===== src/rtl/core/ale_pkg.sv =====
package ale_pkg;

    localparam int DEPTH    = 128;
    localparam int IDX_W    = $clog2(DEPTH);
    localparam int CNT_W    = 8;
    localparam int KEY_W    = 32;
    localparam int NAME_W   = 64;
    localparam int GRP_SZ   = 8;
    localparam int GRP_W    = $clog2(GRP_SZ);
    localparam int N_GRP    = DEPTH / GRP_SZ;
    localparam int NGRP_W   = $clog2(N_GRP);
    localparam logic [CNT_W-1:0] FULL_COUNT = CNT_W'(DEPTH);

    typedef logic signed [KEY_W-1:0] t_key;
    typedef logic [NAME_W-1:0]       t_name;
    typedef logic [IDX_W-1:0]        t_idx;
    typedef logic [CNT_W-1:0]        t_cnt;

    typedef enum logic [1:0] {
        OP_INS  = 2'd0,
        OP_ORD  = 2'd1,
        OP_DEL  = 2'd2,
        OP_SRCH = 2'd3
    } t_opcode;

    typedef enum logic [1:0] {
        ST_OK       = 2'd0,
        ST_FULL     = 2'd1,
        ST_BADPOS   = 2'd2,
        ST_NOTFOUND = 2'd3
    } t_status;

    typedef enum logic [1:0] {
        SH_NONE = 2'd0,
        SH_UP   = 2'd1,
        SH_DOWN = 2'd2
    } t_shift;

    // broadcast from the controller to every cell
    typedef struct packed {
        t_shift shift;
        t_idx   pos;
        logic   ord;
        t_cnt   count;
        t_key   key;
        t_name  name;
    } t_cell_ctl;

endpackage


===== src/rtl/core/ale_find.sv =====
module ale_find (
    input  logic                        i_clk,
    input  logic [ale_pkg::DEPTH-1:0]   i_hit,
    output logic                        o_found,
    output ale_pkg::t_idx               o_idx
);

    logic [ale_pkg::DEPTH-1:0]      r_hit;
    logic [ale_pkg::N_GRP-1:0]      r_grp_any;
    logic [ale_pkg::GRP_W-1:0]      r_grp_idx [ale_pkg::N_GRP];
    logic [ale_pkg::N_GRP-1:0]      n_grp_any;
    logic [ale_pkg::GRP_W-1:0]      n_grp_idx [ale_pkg::N_GRP];
    logic                           r_found;
    ale_pkg::t_idx                  r_idx;
    logic                           n_found;
    ale_pkg::t_idx                  n_idx;

    // first stage: lowest hit inside each group of eight
    always_comb begin
        for (int g = 0; g < ale_pkg::N_GRP; g++) begin
            n_grp_any[g] = 1'b0;
            n_grp_idx[g] = '0;
            for (int b = ale_pkg::GRP_SZ - 1; b >= 0; b--) begin
                if (r_hit[g * ale_pkg::GRP_SZ + b]) begin
                    n_grp_any[g] = 1'b1;
                    n_grp_idx[g] = ale_pkg::GRP_W'(b);
                end
            end
        end
    end

    // second stage: lowest group with a hit
    always_comb begin
        n_found = 1'b0;
        n_idx   = '0;
        for (int g = ale_pkg::N_GRP - 1; g >= 0; g--) begin
            if (r_grp_any[g]) begin
                n_found = 1'b1;
                n_idx   = {ale_pkg::NGRP_W'(g), r_grp_idx[g]};
            end
        end
    end

    always_ff @(posedge i_clk) begin
        r_hit     <= i_hit;
        r_grp_any <= n_grp_any;
        r_grp_idx <= n_grp_idx;
        r_found   <= n_found;
        r_idx     <= n_idx;
    end

    assign o_found = r_found;
    assign o_idx   = r_idx;

endmodule


===== config.mk =====
export PLATFORM = sky130hd
export DESIGN_NAME = ale_find
export DESIGN_NICKNAME = d
export VERILOG_FILES = /design/src/rtl/core/ale_pkg.sv /design/src/rtl/core/ale_find.sv
export SDC_FILE = /design/constraint.sdc
export NUM_CORES = 1
export LEC_CHECK = 0
export ABC_CLOCK_PERIOD_IN_PS = 1350
export BUFFER_PORTS_ARGS = -buffer_cell sky130_fd_sc_hd__clkbuf_2
export CAP_MARGIN = 0
export CORE_MARGIN = 3
export CORE_UTILIZATION = 47
export CTS_CLUSTER_DIAMETER = 100
export DETAILED_ROUTE_END_ITERATION = 10
export PLACE_DENSITY = 0.83
export SLEW_MARGIN = 10
export SYNTH_ARGS = -nofsm -noshare
export SYNTH_HDL_FRONTEND = slang
export SYNTH_SLANG_ARGS = --single-unit

===== constraint.sdc =====
create_clock -name i_clk -period 1.35 [get_ports i_clk]
set_input_delay 0.135 -clock i_clk [delete_from_list [all_inputs] [get_ports i_clk]]
set_output_delay 0.135 -clock i_clk [all_outputs]
set_load 0.005 [all_outputs]

==> flow_metrics.py <==
metrics = {
    "synth": {
        "ys.flop_type": "dfxtp_1",
        "ys_seq_area_frac": 0.696,
        "synth-edff-count": 0,
        "synth_common_cells": "dfxtp_1 (200), nor3_1 (49), nor2_1 (43)",
        "syn_nets": 653,
        "ys_types": 41,
        "syn_area_per_cell_um2": 11.0,
        "yosys.area.top_type_share": 0.696,
        "synth.top_cells.by_area": "dfxtp_1 (70%), nor3_1 (4.3%), nor4_1 (3.5%)",
        "ys_warn_count": 0,
        "synth_area_um2": 5750,
        "ys_async_sr_fraction": 0,
        "synth-seq-cells": 200,
        "netlist_instances": 524,
        "yosysMostFrequentCell": "dfxtp_1",
        "synth.largest_area_cell": "dfxtp_1",
    },
    "global_routing": {
        "grt_pass1_wl_mm": 23.3,
        "grt_pass1_vias": 5108,
        "gr-total-overflow": 0,
        "grt_max_degree": 19,
        "grt_usage": 0.222,
        "antenna_found_initial": 0,
    },
    "status": {
        "violations": "setup timing",
        "status": "complete, but fails checks",
    },
    "pwr": {
        "p_int_mw": 9.26,
        "p_per_area_nw_per_um2": 1380,
        "power_mw": 11.9,
        "clock_power_share": 0.402,
        "irDropWorstVdd_mv": 1.11,
        "switching_share": 0.222,
        "sequentialPowerShare": 0.537,
        "power.leakage_nw": 3.82,
        "power_switching_mw": 2.63,
        "power_frac_comb": 0.061,
    },
    "setup_path": {
        "cp_max_fo": 4,
        "cp-start-kind": "register",
        "cp.required_ns": 1.63,
        "cp-end-kind": "register",
        "crit_type": "register to register",
        "crit_path_max_incr_delay_ns": 0.31,
        "cpMaxStageDelayCell": "dfxtp_1",
        "cp.arrival_ns": 1.69,
        "path_cells": "or2_4 -> a221oi_2 -> o21ai_1 -> a31oi_1 -> o221ai_1",
    },
    "die": {
        "rows": 39,
        "die_width_um": 117,
        "die_area_um2": 13600,
        "io_pins": 137,
        "fp.coreArea_um2": 11700,
        "fp.dieH_um": 117,
        "start_util": 0.493,
    },
    "final_layout": {
        "drive_gt1_frac": 0.244,
        "syn2layout_area_growth_pct": 49.4,
        "fin_nets": 945,
        "fillers": 729,
    },
    "timing": {
        "setup_violations": 1,
        "holdWs_ns": 0.351,
        "setup_ws_ns": -0.0563,
        "relSlewSlack": 0.660,
        "worst_pin_slew_ns": 0.506,
        "hold_violations": 0,
        "finClkSkew_ns": 0.0128,
        "rsz0062_at_grt": "true",
        "period_needed_ns": 1.41,
        "fin_crit_sh": 1.04,
        "fmax_mhz": 711,
        "final_max_slew_viol_count": 0,
    },
    "drt": {
        "wire_per_inst_um": 15.2,
        "drc": 0,
        "first_iter_violations": 273,
        "avgViaCountPerCell": 4.92,
        "routed_wl_mm": 14.8,
        "vias": 4789,
        "antenna_left": 0,
        "drt_pass1_iterations": 4,
    },
    "placement": {
        "hpwl_mm": 8.70,
        "gp_congestion": 0.788,
        "portBuffers": 136,
    },
    "clock_network": {
        "cts_tree": "done",
        "cts_buffer_depth": 2,
        "clk_latency_ns": 0.42,
        "clk_pin_slew_worst_paths_ns": 0.07,
        "htreeDepth": 4,
        "clock_sinks": 200,
        "cts_buffers": 17,
        "cts-root-buf": "clkbuf_16",
    },
    "hold_path": {
        "min_path_type": "input pin to register",
    },
    "job": {
        "drv_cap": 0,
    },
}
## worst max-delay path, delay by kind of cell (launching register included)
| kind | cells | cell delay (ns) |
|---|---|---|
| compound gates | 4 | 0.68 |
| flops | 1 | 0.31 |
| simple gates | 1 | 0.27 |
## logic make-up (layout without fill, tap and decap cells)
family	after synthesis	in the layout	synth area share
flip-flops	200	200	0.696
other	0	1	0
AND/OR/NAND/NOR	195	195	0.172
buffers and inverters	39	344	0.0272
AO/OA/AOI/OAI	90	90	0.104
## power by group through the flow
stage               Combinational [mW]  Sequential, mW  Clock (mW)
floorplan                        0.183            6.45           0
global placement                 0.389            6.49           0
finish                           0.724            6.39        4.78
CTS                              0.698            6.38        4.82
global route                     0.799            6.41        5.09
detailed placement               0.404            6.51           0
## what timing repair did
| item | in CTS | in global routing |
|---|---|---|
| gates cloned | 0 | 0 |
| endpoints found under the setup margin | 4 | 7 |
| setup buffers | 0 | 1 |
| endpoints found under the hold margin | 128 | 0 |
| pin swaps | 5 | 6 |
| gates resized for setup | 6 | 14 |
| hold buffers | 128 | 0 |
## flip-flops by register name (all words and copies together) (netlist names)
register	cells
r_grp_idx	48
o_idx	7
r_grp_any	16
r_hit	128
o_found	1
## routing by layer
metal | vias up | share of wire | global-route usage
met2 | 153 | 0.54 | 0.418
met1 | 2186 | 0.39 | 0.235
met4 | 0 | 0.030 | 0.0925
met5 | - | 0 | 0
met3 | 35 | 0.038 | 0.0570
li1 | 2415 | - | -
## worst paths after layout
| path | start | endpoint | slack [ns] | cells past startpoint |
|---|---|---|---|---|
| setup / recovery | r_grp_any[9]$_SDFF_PP1_ | o_idx[0]$_DFF_P_ | -0.06 | 5 |
| hold / removal | i_hit[53] | r_hit[53]$_DFF_P_ | 0.35 | 2 |
| setup reg to reg | r_grp_any[9]$_SDFF_PP1_ | o_idx[0]$_DFF_P_ | -0.06 | 5 |
| hold reg to reg | r_hit[56]$_DFF_P_ | r_grp_idx[24]$_SDFF_PP0_ | 0.44 | 1 |
## stage by stage
stage	util	instance area, um^2	setup WS [ns]	TNS, ns	instances
CTS	0.733	8550	-0.0455	-0.0615	971
floorplan	-	5750	0.0456	0	524
global route	0.736	8590	-0.120	-0.201	972
detailed placement	0.572	6670	-0.0348	-0.0947	811
finish	0.737	8590	-0.0563	-0.0563	973
global placement	0.572	6670	-0.00974	-0.0129	811
## cell type report
cell class	instances	area [um^2]	share of cell area
sequential	200	4020	0.467
tap	143	179	0.0208
timing repair buffer	277	2060	0.240
clock inverter	15	141	0.0165
multi-input combinational	285	1640	0.190
antenna	1	2.50	0.000291
clock buffer	17	425	0.0495
inverter	35	131	0.0153
## cell usage in the layout (no fill, tap or decap), drive strengths merged, types with 4 or more instances in the layout
cell         instances
nand2b               5
clkbuf             153
o21ai                7
a21oi               37
o211ai               4
nor2b               21
o21bai              17
o221ai               4
nor2                44
o311a                4
buf                 13
dfxtp              200
a221oi               4
dlygate4sd3        128
nor3                49
clkinv               6
inv                 41
nor4                34
nand2               31
Note: power is estimated with default switching activity, not from simulation.
