===== config.mk =====
export PLATFORM = sky130hd
export DESIGN_NAME = ale_cell
export DESIGN_NICKNAME = d
export VERILOG_FILES = /design/src/rtl/core/ale_pkg.sv /design/src/rtl/core/ale_cell.sv
export SDC_FILE = /design/constraint.sdc
export NUM_CORES = 1
export LEC_CHECK = 0
export BUFFER_PORTS_ARGS = -buffer_cell sky130_fd_sc_hd__buf_2
export CORE_AREA = 2 2 162 164
export CTS_BUF_LIST = sky130_fd_sc_hd__clkbuf_8
export CTS_CLUSTER_DIAMETER = 200
export DETAILED_ROUTE_END_ITERATION = 8
export DIE_AREA = 0 0 164 166
export SETUP_SLACK_MARGIN = 0.5
export SKIP_LAST_GASP = 1
export SYNTH_ARGS = -nofsm -noshare
export SYNTH_HDL_FRONTEND = slang
export SYNTH_SLANG_ARGS = --single-unit

===== constraint.sdc =====
create_clock -name i_clk -period 10.3 [get_ports i_clk]
set_input_delay 1.545 -clock i_clk [delete_from_list [all_inputs] [get_ports i_clk]]
set_output_delay 1.545 -clock i_clk [all_outputs]
set_load 0.01 [all_outputs]

===== src/rtl/core/ale_pkg.sv =====
package ale_pkg;

    localparam int DEPTH    = 128;
    localparam int IDX_W    = $clog2(DEPTH);
    localparam int CNT_W    = 8;
    localparam int KEY_W    = 32;
    localparam int NAME_W   = 64;
    localparam int GRP_SZ   = 8;
    localparam int GRP_W    = $clog2(GRP_SZ);
    localparam int N_GRP    = DEPTH / GRP_SZ;
    localparam int NGRP_W   = $clog2(N_GRP);
    localparam logic [CNT_W-1:0] FULL_COUNT = CNT_W'(DEPTH);

    typedef logic signed [KEY_W-1:0] t_key;
    typedef logic [NAME_W-1:0]       t_name;
    typedef logic [IDX_W-1:0]        t_idx;
    typedef logic [CNT_W-1:0]        t_cnt;

    typedef enum logic [1:0] {
        OP_INS  = 2'd0,
        OP_ORD  = 2'd1,
        OP_DEL  = 2'd2,
        OP_SRCH = 2'd3
    } t_opcode;

    typedef enum logic [1:0] {
        ST_OK       = 2'd0,
        ST_FULL     = 2'd1,
        ST_BADPOS   = 2'd2,
        ST_NOTFOUND = 2'd3
    } t_status;

    typedef enum logic [1:0] {
        SH_NONE = 2'd0,
        SH_UP   = 2'd1,
        SH_DOWN = 2'd2
    } t_shift;

    // broadcast from the controller to every cell
    typedef struct packed {
        t_shift shift;
        t_idx   pos;
        logic   ord;
        t_cnt   count;
        t_key   key;
        t_name  name;
    } t_cell_ctl;

endpackage


===== src/rtl/core/ale_cell.sv =====
module ale_cell (
    input  logic               i_clk,
    input  ale_pkg::t_cell_ctl i_ctl,
    input  ale_pkg::t_idx      i_idx,
    input  ale_pkg::t_key      i_key_left,
    input  ale_pkg::t_name     i_name_left,
    input  ale_pkg::t_key      i_key_right,
    input  ale_pkg::t_name     i_name_right,
    output ale_pkg::t_key      o_key,
    output ale_pkg::t_name     o_name,
    output logic               o_hit
);

    ale_pkg::t_key  r_key;
    ale_pkg::t_name r_name;
    logic           in_list;
    logic           match;

    always_ff @(posedge i_clk) begin
        case (i_ctl.shift)
            ale_pkg::SH_UP: begin
                if (i_idx > i_ctl.pos) begin
                    r_key  <= i_key_left;
                    r_name <= i_name_left;
                end else if (i_idx == i_ctl.pos) begin
                    r_key  <= i_ctl.key;
                    r_name <= i_ctl.name;
                end
            end
            ale_pkg::SH_DOWN: begin
                if (i_idx >= i_ctl.pos) begin
                    r_key  <= i_key_right;
                    r_name <= i_name_right;
                end
            end
            default: begin
            end
        endcase
    end

    // ordered insert looks for the first key not smaller than the new one
    assign in_list = {1'b0, i_idx} < i_ctl.count;
    assign match   = i_ctl.ord ? !(i_ctl.key > r_key) : (i_ctl.name == r_name);
    assign o_hit   = in_list && match;
    assign o_key   = r_key;
    assign o_name  = r_name;

endmodule


==> results_dict.tcl, run 1 <==
set metrics [dict create \
    status "finished clean" \
    grt_pass1_vias 6193 \
    rows 59 \
    rsz0062_at_grt "false" \
    cap_violations 0 \
    clk_path_buf_depth 2 \
    routed_wl_mm 24.17 \
    via_count 6324 \
    slew_violations 0 \
    maxSlewHeadroom 0.2747 \
    ys_seq_area_frac 0.4252 \
    fmax_mhz 178.6 \
    worst_pin_slew_ps 1088 \
    critPathCaptureType "output pin" \
    cp_max_fo 2 \
    yosysWarningCount 0 \
    fin_nets 1423 \
    top_level_ports 411 \
    cts-root-buf "clkbuf_8" \
    dp_hpwl_mm 20.24 \
    viasPerCell 4.501 \
    antenna_found_initial 2 \
    critPathMaxStageDelay_ps 720 \
    fin_tns_setup_ps 0 \
    drt_iter0_drc 265 \
    post-place-ws_ps 4520 \
    cp_data_arrival_time_ps 4050 \
    drive_above_1_share 0.4069 \
    clock_sinks 96 \
    period_needed_ps 5599 \
    htree_levels 3 \
    slowest_stage "nor4_1" \
    min_path_type "input pin to register" \
    hold_depth 3 \
    syn_nets 1029 \
    fp.dieW_um 164 \
    cp.required_ps 8760 \
    coreArea_um2 25620 \
    path_buf_inv 2 \
    p_per_area_nw_per_um2 131.9 \
    wl_per_cell_um 17.20 \
    dieArea_um2 27220 \
    seq_area_um2 2883 \
    gp_congestion 0.8507 \
    utilization 0.3637 \
    yosysUniqueCellTypes 33 \
    cts_tree "done" \
    clk_pin_slew_ps 110 \
    grt_pass1_wl_mm 34.87 \
    post_cts_resized 0 \
    layout_common_cells "buf_2 (410), a21oi_1 (113), nor2_1 (99)" \
    numCtsBuffers 9 \
    grt-ovfl-total 0 \
    nFillCells 2679 \
    period_share 0.5436 \
    area.growth.synth_to_final_pct 37.43 \
    cp-startpoint "i_ctl[58]" \
    die-height_um 166 \
    fin_ws_ps 4701 \
    final_antenna_net_count 0 \
    stdcell_area_um2 9316 \
    holdWs_ps 1479 \
    globalRouteTotalUtil 0.1708 \
    place_area_um2 9096 \
    ys_ff_latch 96 \
    worstPathCellList "buf_2 -> xor2_1 -> nor4_1 -> nand4_1 -> nor4_1 -> o22ai_1 -> a211oi_2 -> buf_2" \
    finalSetupViolCount 0 \
    final_common_cell "buf_2" \
    netlist_area_um2 6779 \
    io_buffer_count 410 \
    hold_buffers 0 \
    multi_input_area_um2 3525 \
    grt_max_degree 102 \
    power.leakage_nw 4.676 \
    avgSynthCellArea_um2 10.12 \
    synth_cells 670 \
    stdcell_count 1405 \
    start_kind "input pin" \
    cp-endpoint "o_hit" \
    initial_core_util 0.2646 \
    finalHoldViolCount 0 \
    worst-path-stages 8 \
    critPathKind "input pin to output pin" \
    power_mw 1.229 \
    crit_family "simple AND/OR/NAND/NOR gates" \
    place_inst 1388 \
    drtPass1Iterations 4 \
    drc_errors 0 \
    vdd_drop_max_mv 0.05068 \
    postCtsSetupBuffers 0 \
]
[logic make-up after synthesis]
kind of cell,after synthesis,share of synthesized area
AND/OR/NAND/NOR,154,0.1002
AO/OA/AOI/OAI,134,0.1069
XOR/XNOR,65,0.08398
adder cells (fa/ha/maj),45,0.08306
buffers and inverters,80,0.05888
flip-flops,96,0.4252
multiplexers,96,0.1417
[area by class of cell]
cell class | count | share of cell area
Clock inverter | 7 | 0.01007
Multi-Input combinational cell | 494 | 0.3783
Clock buffer | 9 | 0.01330
Timing Repair Buffer | 415 | 0.2243
Antenna cell | 1 | 0.0002686
Sequential cell | 96 | 0.3094
Tap cell | 335 | 0.04499
Inverter | 48 | 0.01934
[state kept, by name, indices dropped and copies added (netlist names)]
register,cells
o_name,64
o_key,32
[worst min-delay path, stage by stage]
cell     delay, ps
buf_2           70
nor2_1          30
a21oi_1         90
[synth_stat cells, drive strengths merged]
library cell	number	area, um^2
a21oi	114	570.6
nor2	99	371.6
edfxtp	96	2883
mux2i	96	960.9
xor2	64	560.5
inv	48	180.2
ha	45	563.0
clkbuf	21	78.83
nor4	17	106.4
buf	11	140.1
nand2	11	41.29
nand4	11	68.82
a21o	4	30.03
nand3	4	20.02
nor3	4	20.02
o21ai	4	20.02
a211oi	3	27.52
nand2b	3	18.77
nor2b	3	18.77
o211ai	2	15.01
o31ai	2	20.02
a221oi	1	8.760
a22oi	1	7.510
o22ai	1	6.260
o311a	1	10.01
o31a	1	8.760
or2	1	6.260
or4	1	7.510
xnor2	1	8.760
[power breakdown]
group	switching [mW]	leakage (nW)	total [mW]	internal [mW]
clock network	0.152	0.111	0.290	0.138
logic	0.225	3.66	0.404	0.179
registers	0.0323	0.909	0.535	0.502
total	0.410	4.68	1.23	0.819
[worst min-delay path by stage]
| stage | from | to | slack, ps |
|---|---|---|---|
| 2_1_floorplan | i_key_right[31] | o_key[31]$_DFFE_PP_ | 1780 |
| 3_3_place_gp | i_name_right[5] | o_name[5]$_DFFE_PP_ | 1870 |
| 3_5_place_dp | i_name_right[56] | o_name[56]$_DFFE_PP_ | 1870 |
| 4_1_cts | i_name_right[44] | o_name[44]$_DFFE_PP_ | 1450 |
| 5_1_grt | i_name_right[5] | o_name[5]$_DFFE_PP_ | 1450 |
| 6_report | i_name_right[44] | o_name[44]$_DFFE_PP_ | 1480 |
[metal layers]
metal | track usage | vias up | share of wire
met4 | 0.04081 | 2 | 0.014
met1 | 0.1945 | 2845 | 0.39
met5 | 0 | - | 0.00054
li1 | - | 3191 | -
met3 | 0.04271 | 16 | 0.077
met2 | 0.3162 | 270 | 0.52
No activity file was read; power rests on OpenSTA's default activity.
==> run 2, diff against run 1 <==
--- a/config.mk
+++ b/config.mk
@@ -5,12 +5,13 @@
 export SDC_FILE = /design/constraint.sdc
 export NUM_CORES = 1
 export LEC_CHECK = 0
+export ABC_AREA = 1
 export BUFFER_PORTS_ARGS = -buffer_cell sky130_fd_sc_hd__buf_2
-export CORE_AREA = 2 2 162 164
+export CORE_AREA = 2 2 161 163
 export CTS_BUF_LIST = sky130_fd_sc_hd__clkbuf_8
 export CTS_CLUSTER_DIAMETER = 200
 export DETAILED_ROUTE_END_ITERATION = 8
-export DIE_AREA = 0 0 164 166
+export DIE_AREA = 0 0 163 165
 export SETUP_SLACK_MARGIN = 0.5
 export SKIP_LAST_GASP = 1
 export SYNTH_ARGS = -nofsm -noshare
==> constraint.sdc (replaced) <==
create_clock -name i_clk -period 4.8 [get_ports i_clk]
set_input_delay 0.72 -clock i_clk [delete_from_list [all_inputs] [get_ports i_clk]]
set_output_delay 0.72 -clock i_clk [all_outputs]
set_load 0.01 [all_outputs]
==> run 2 against run 1 <==
First-iteration DRC count rose by 130%. Sequential share of layout area down 1.8 points. Non-clock buffer count up 4. Count of clock-buffer cells in the layout unchanged. Via count increased by 28%. Setup slack got worse by 2900 ps. Clock power up 99%. Combinational power increased by 120%. Flip-flop and latch count stayed put. Wire length rose by 14%. Largest power group unchanged. Die area fell by 1.2%.
==> results_dict.tcl, run 2 <==
set metrics [dict create \
    final_antenna_net_count 0 \
    worst_pin_slew_ps 901.7 \
    stdcell_count 1749 \
    cts_tree "done" \
    yosys-top-cells-count "nand2_1 (333), inv_1 (142), nor2_1 (115)" \
    numCtsBuffers 9 \
    min_path_type "input pin to register" \
    grt_pass1_wl_mm 40.52 \
    critPathCaptureType "register" \
    wl_per_cell_um 15.72 \
    critPathMaxStageDelay_ps 640 \
    finalSetupViolCount 0 \
    fmax_mhz 329.3 \
    rsz0062_at_grt "false" \
    drt_iter0_drc 604 \
    clk_pin_slew_ps 110 \
    coreArea_um2 25040 \
    fin_nets 1773 \
    hold_depth 3 \
    drtPass1Iterations 5 \
    cp_data_arrival_time_ps 3130 \
    syn_nets 1389 \
    power.leakage_nw 5.210 \
    fin_tns_setup_ps 0 \
    largest_reg_flops 64 \
    place_inst 1733 \
    worstPathCellList "buf_2 -> ha_1 -> nand2_1 -> nor2_1 -> nand4_1 -> buf_4 -> nand2_4 -> buf_4 -> nand2_1 -> o21ai_1 -> o21ai_1" \
    cap_violations 0 \
    cp_max_fo 68 \
    cts-root-buf "clkbuf_8" \
    status "finished clean" \
    rows 58 \
    finalHoldViolCount 0 \
    layout_common_cells "buf_2 (410), nand2_1 (332), inv_1 (140)" \
    period_share 0.6326 \
    yosysTopAreaCell "edfxtp_1" \
    routed_wl_mm 27.49 \
    worstHoldStart "i_name_right[5]" \
    async_flop_share 0 \
    dieArea_um2 26900 \
    synth_top_area_share 0.3930 \
    drive_above_1_share 0.3089 \
    utilization 0.3946 \
    viasPerCell 4.640 \
    start_kind "input pin" \
    hold_buffers 0 \
    synth_edf_count 96 \
    period_needed_ps 3037 \
    yosysMostFrequentCell "nand2_1" \
    synth_cells 1030 \
    maxSlewHeadroom 0.3989 \
    final_common_cell "buf_2" \
    globalRouteTotalUtil 0.1973 \
    postCtsSetupBuffers 0 \
    io_buffer_count 410 \
    hold_path_end "o_name[5]$_DFFE_PP_" \
    clk_path_buf_depth 2 \
    die-height_um 165 \
    dp_hpwl_mm 22.04 \
    drc_errors 0 \
    yosysUniqueCellTypes 22 \
    synth.area.top_cells "edfxtp_1 (39%), nand2_1 (17%), ha_1 (7.7%)" \
    p_per_area_nw_per_um2 262.1 \
    yosysWarningCount 0 \
    slowest_stage "nand2_4" \
    slew_violations 0 \
    initial_core_util 0.2930 \
    antenna_found_initial 4 \
    via_count 8115 \
    vdd_drop_max_mv 0.1426 \
    grt-ovfl-total 0 \
    netlist_area_um2 7335 \
    gp_congestion 0.8698 \
    ys_seq_area_frac 0.3930 \
    nFillCells 2669 \
    area.growth.synth_to_final_pct 34.70 \
    critPathKind "input pin to register" \
    htree_levels 3 \
    post_cts_resized 0 \
    top_level_ports 411 \
    cp.required_ps 4890 \
    ys_ff_latch 96 \
    grt_max_degree 85 \
    synth-main-ff-cell "edfxtp_1" \
    clock_sinks 96 \
    grt_pass1_vias 7677 \
    fp.dieW_um 163 \
    avgSynthCellArea_um2 7.121 \
]
[run 2: cells by family (layout without fill, tap and decap cells)]
family,count (synthesis),after routing,synth area share
AOI/OAI and AO/OA,164,164,0.1233
xor gates and xnor gates,23,23,0.02746
adders and majority gates,45,45,0.07677
buffers and inverters,188,576,0.1035
DFF,96,96,0.3930
other,0,1,0
and+or+nand+nor,514,514,0.2758
[run 2: metal layers]
metal  GRT usage  routed length, um  vias to the layer above
met1      0.2273              11020                     3603
li1            -                  -                     4122
met5           0                 41                        -
met3     0.05876               2445                       34
met4     0.04867                454                        6
met2      0.3577              13530                      350
[run 2: critical path, delay by kind of cell]
family	cells	cell delay, ps
and+or+nand+nor	5	1130
adders and majority gates	1	290
AOI/OAI and AO/OA	2	150
buffers and inverters	3	770
[run 2: final cells by class]
type	instances	area, um^2	area share
Sequential cell	96	2883	0.2918
Antenna cell	1	2.502	0.0002533
Tap cell	330	412.9	0.04179
Timing Repair Buffer	419	2145	0.2171
Clock buffer	9	123.9	0.01254
Inverter	142	535.5	0.05420
Multi-Input combinational cell	746	3709	0.3754
Clock inverter	6	68.82	0.006966
[run 2: worst max-delay path by stage]
| stage | start | endpoint | depth (start not counted) |
|---|---|---|---|
| 2_1_floorplan | i_ctl[111] | o_key[0]$_DFFE_PP_ | 10 |
| 3_3_place_gp | i_idx[6] | o_name[43]$_DFFE_PP_ | 10 |
| 3_5_place_dp | i_idx[6] | o_name[43]$_DFFE_PP_ | 10 |
| 4_1_cts | i_idx[6] | o_name[38]$_DFFE_PP_ | 10 |
| 5_1_grt | i_idx[6] | o_name[22]$_DFFE_PP_ | 11 |
| 6_report | i_idx[6] | o_name[22]$_DFFE_PP_ | 11 |
[run 2: through the flow]
stage                     hold slack, ps  power [mW]  setup slack, ps  cell area, um^2
after detailed placement            1004       2.046             1330             9684
final                              618.3       2.589             1763             9879
after floorplan                    911.2       1.646            538.8             7335
after CTS                          574.6       2.626             1742             9877
after global placement             999.9       2.025             1370             9684
after global routing               590.3       2.775             1556             9877
[run 2: power by group]
| group | switching (mW) | total, mW | internal, mW |
|---|---|---|---|
| registers | 0.0651 | 1.13 | 1.06 |
| logic | 0.525 | 0.882 | 0.357 |
| clock network | 0.335 | 0.578 | 0.243 |
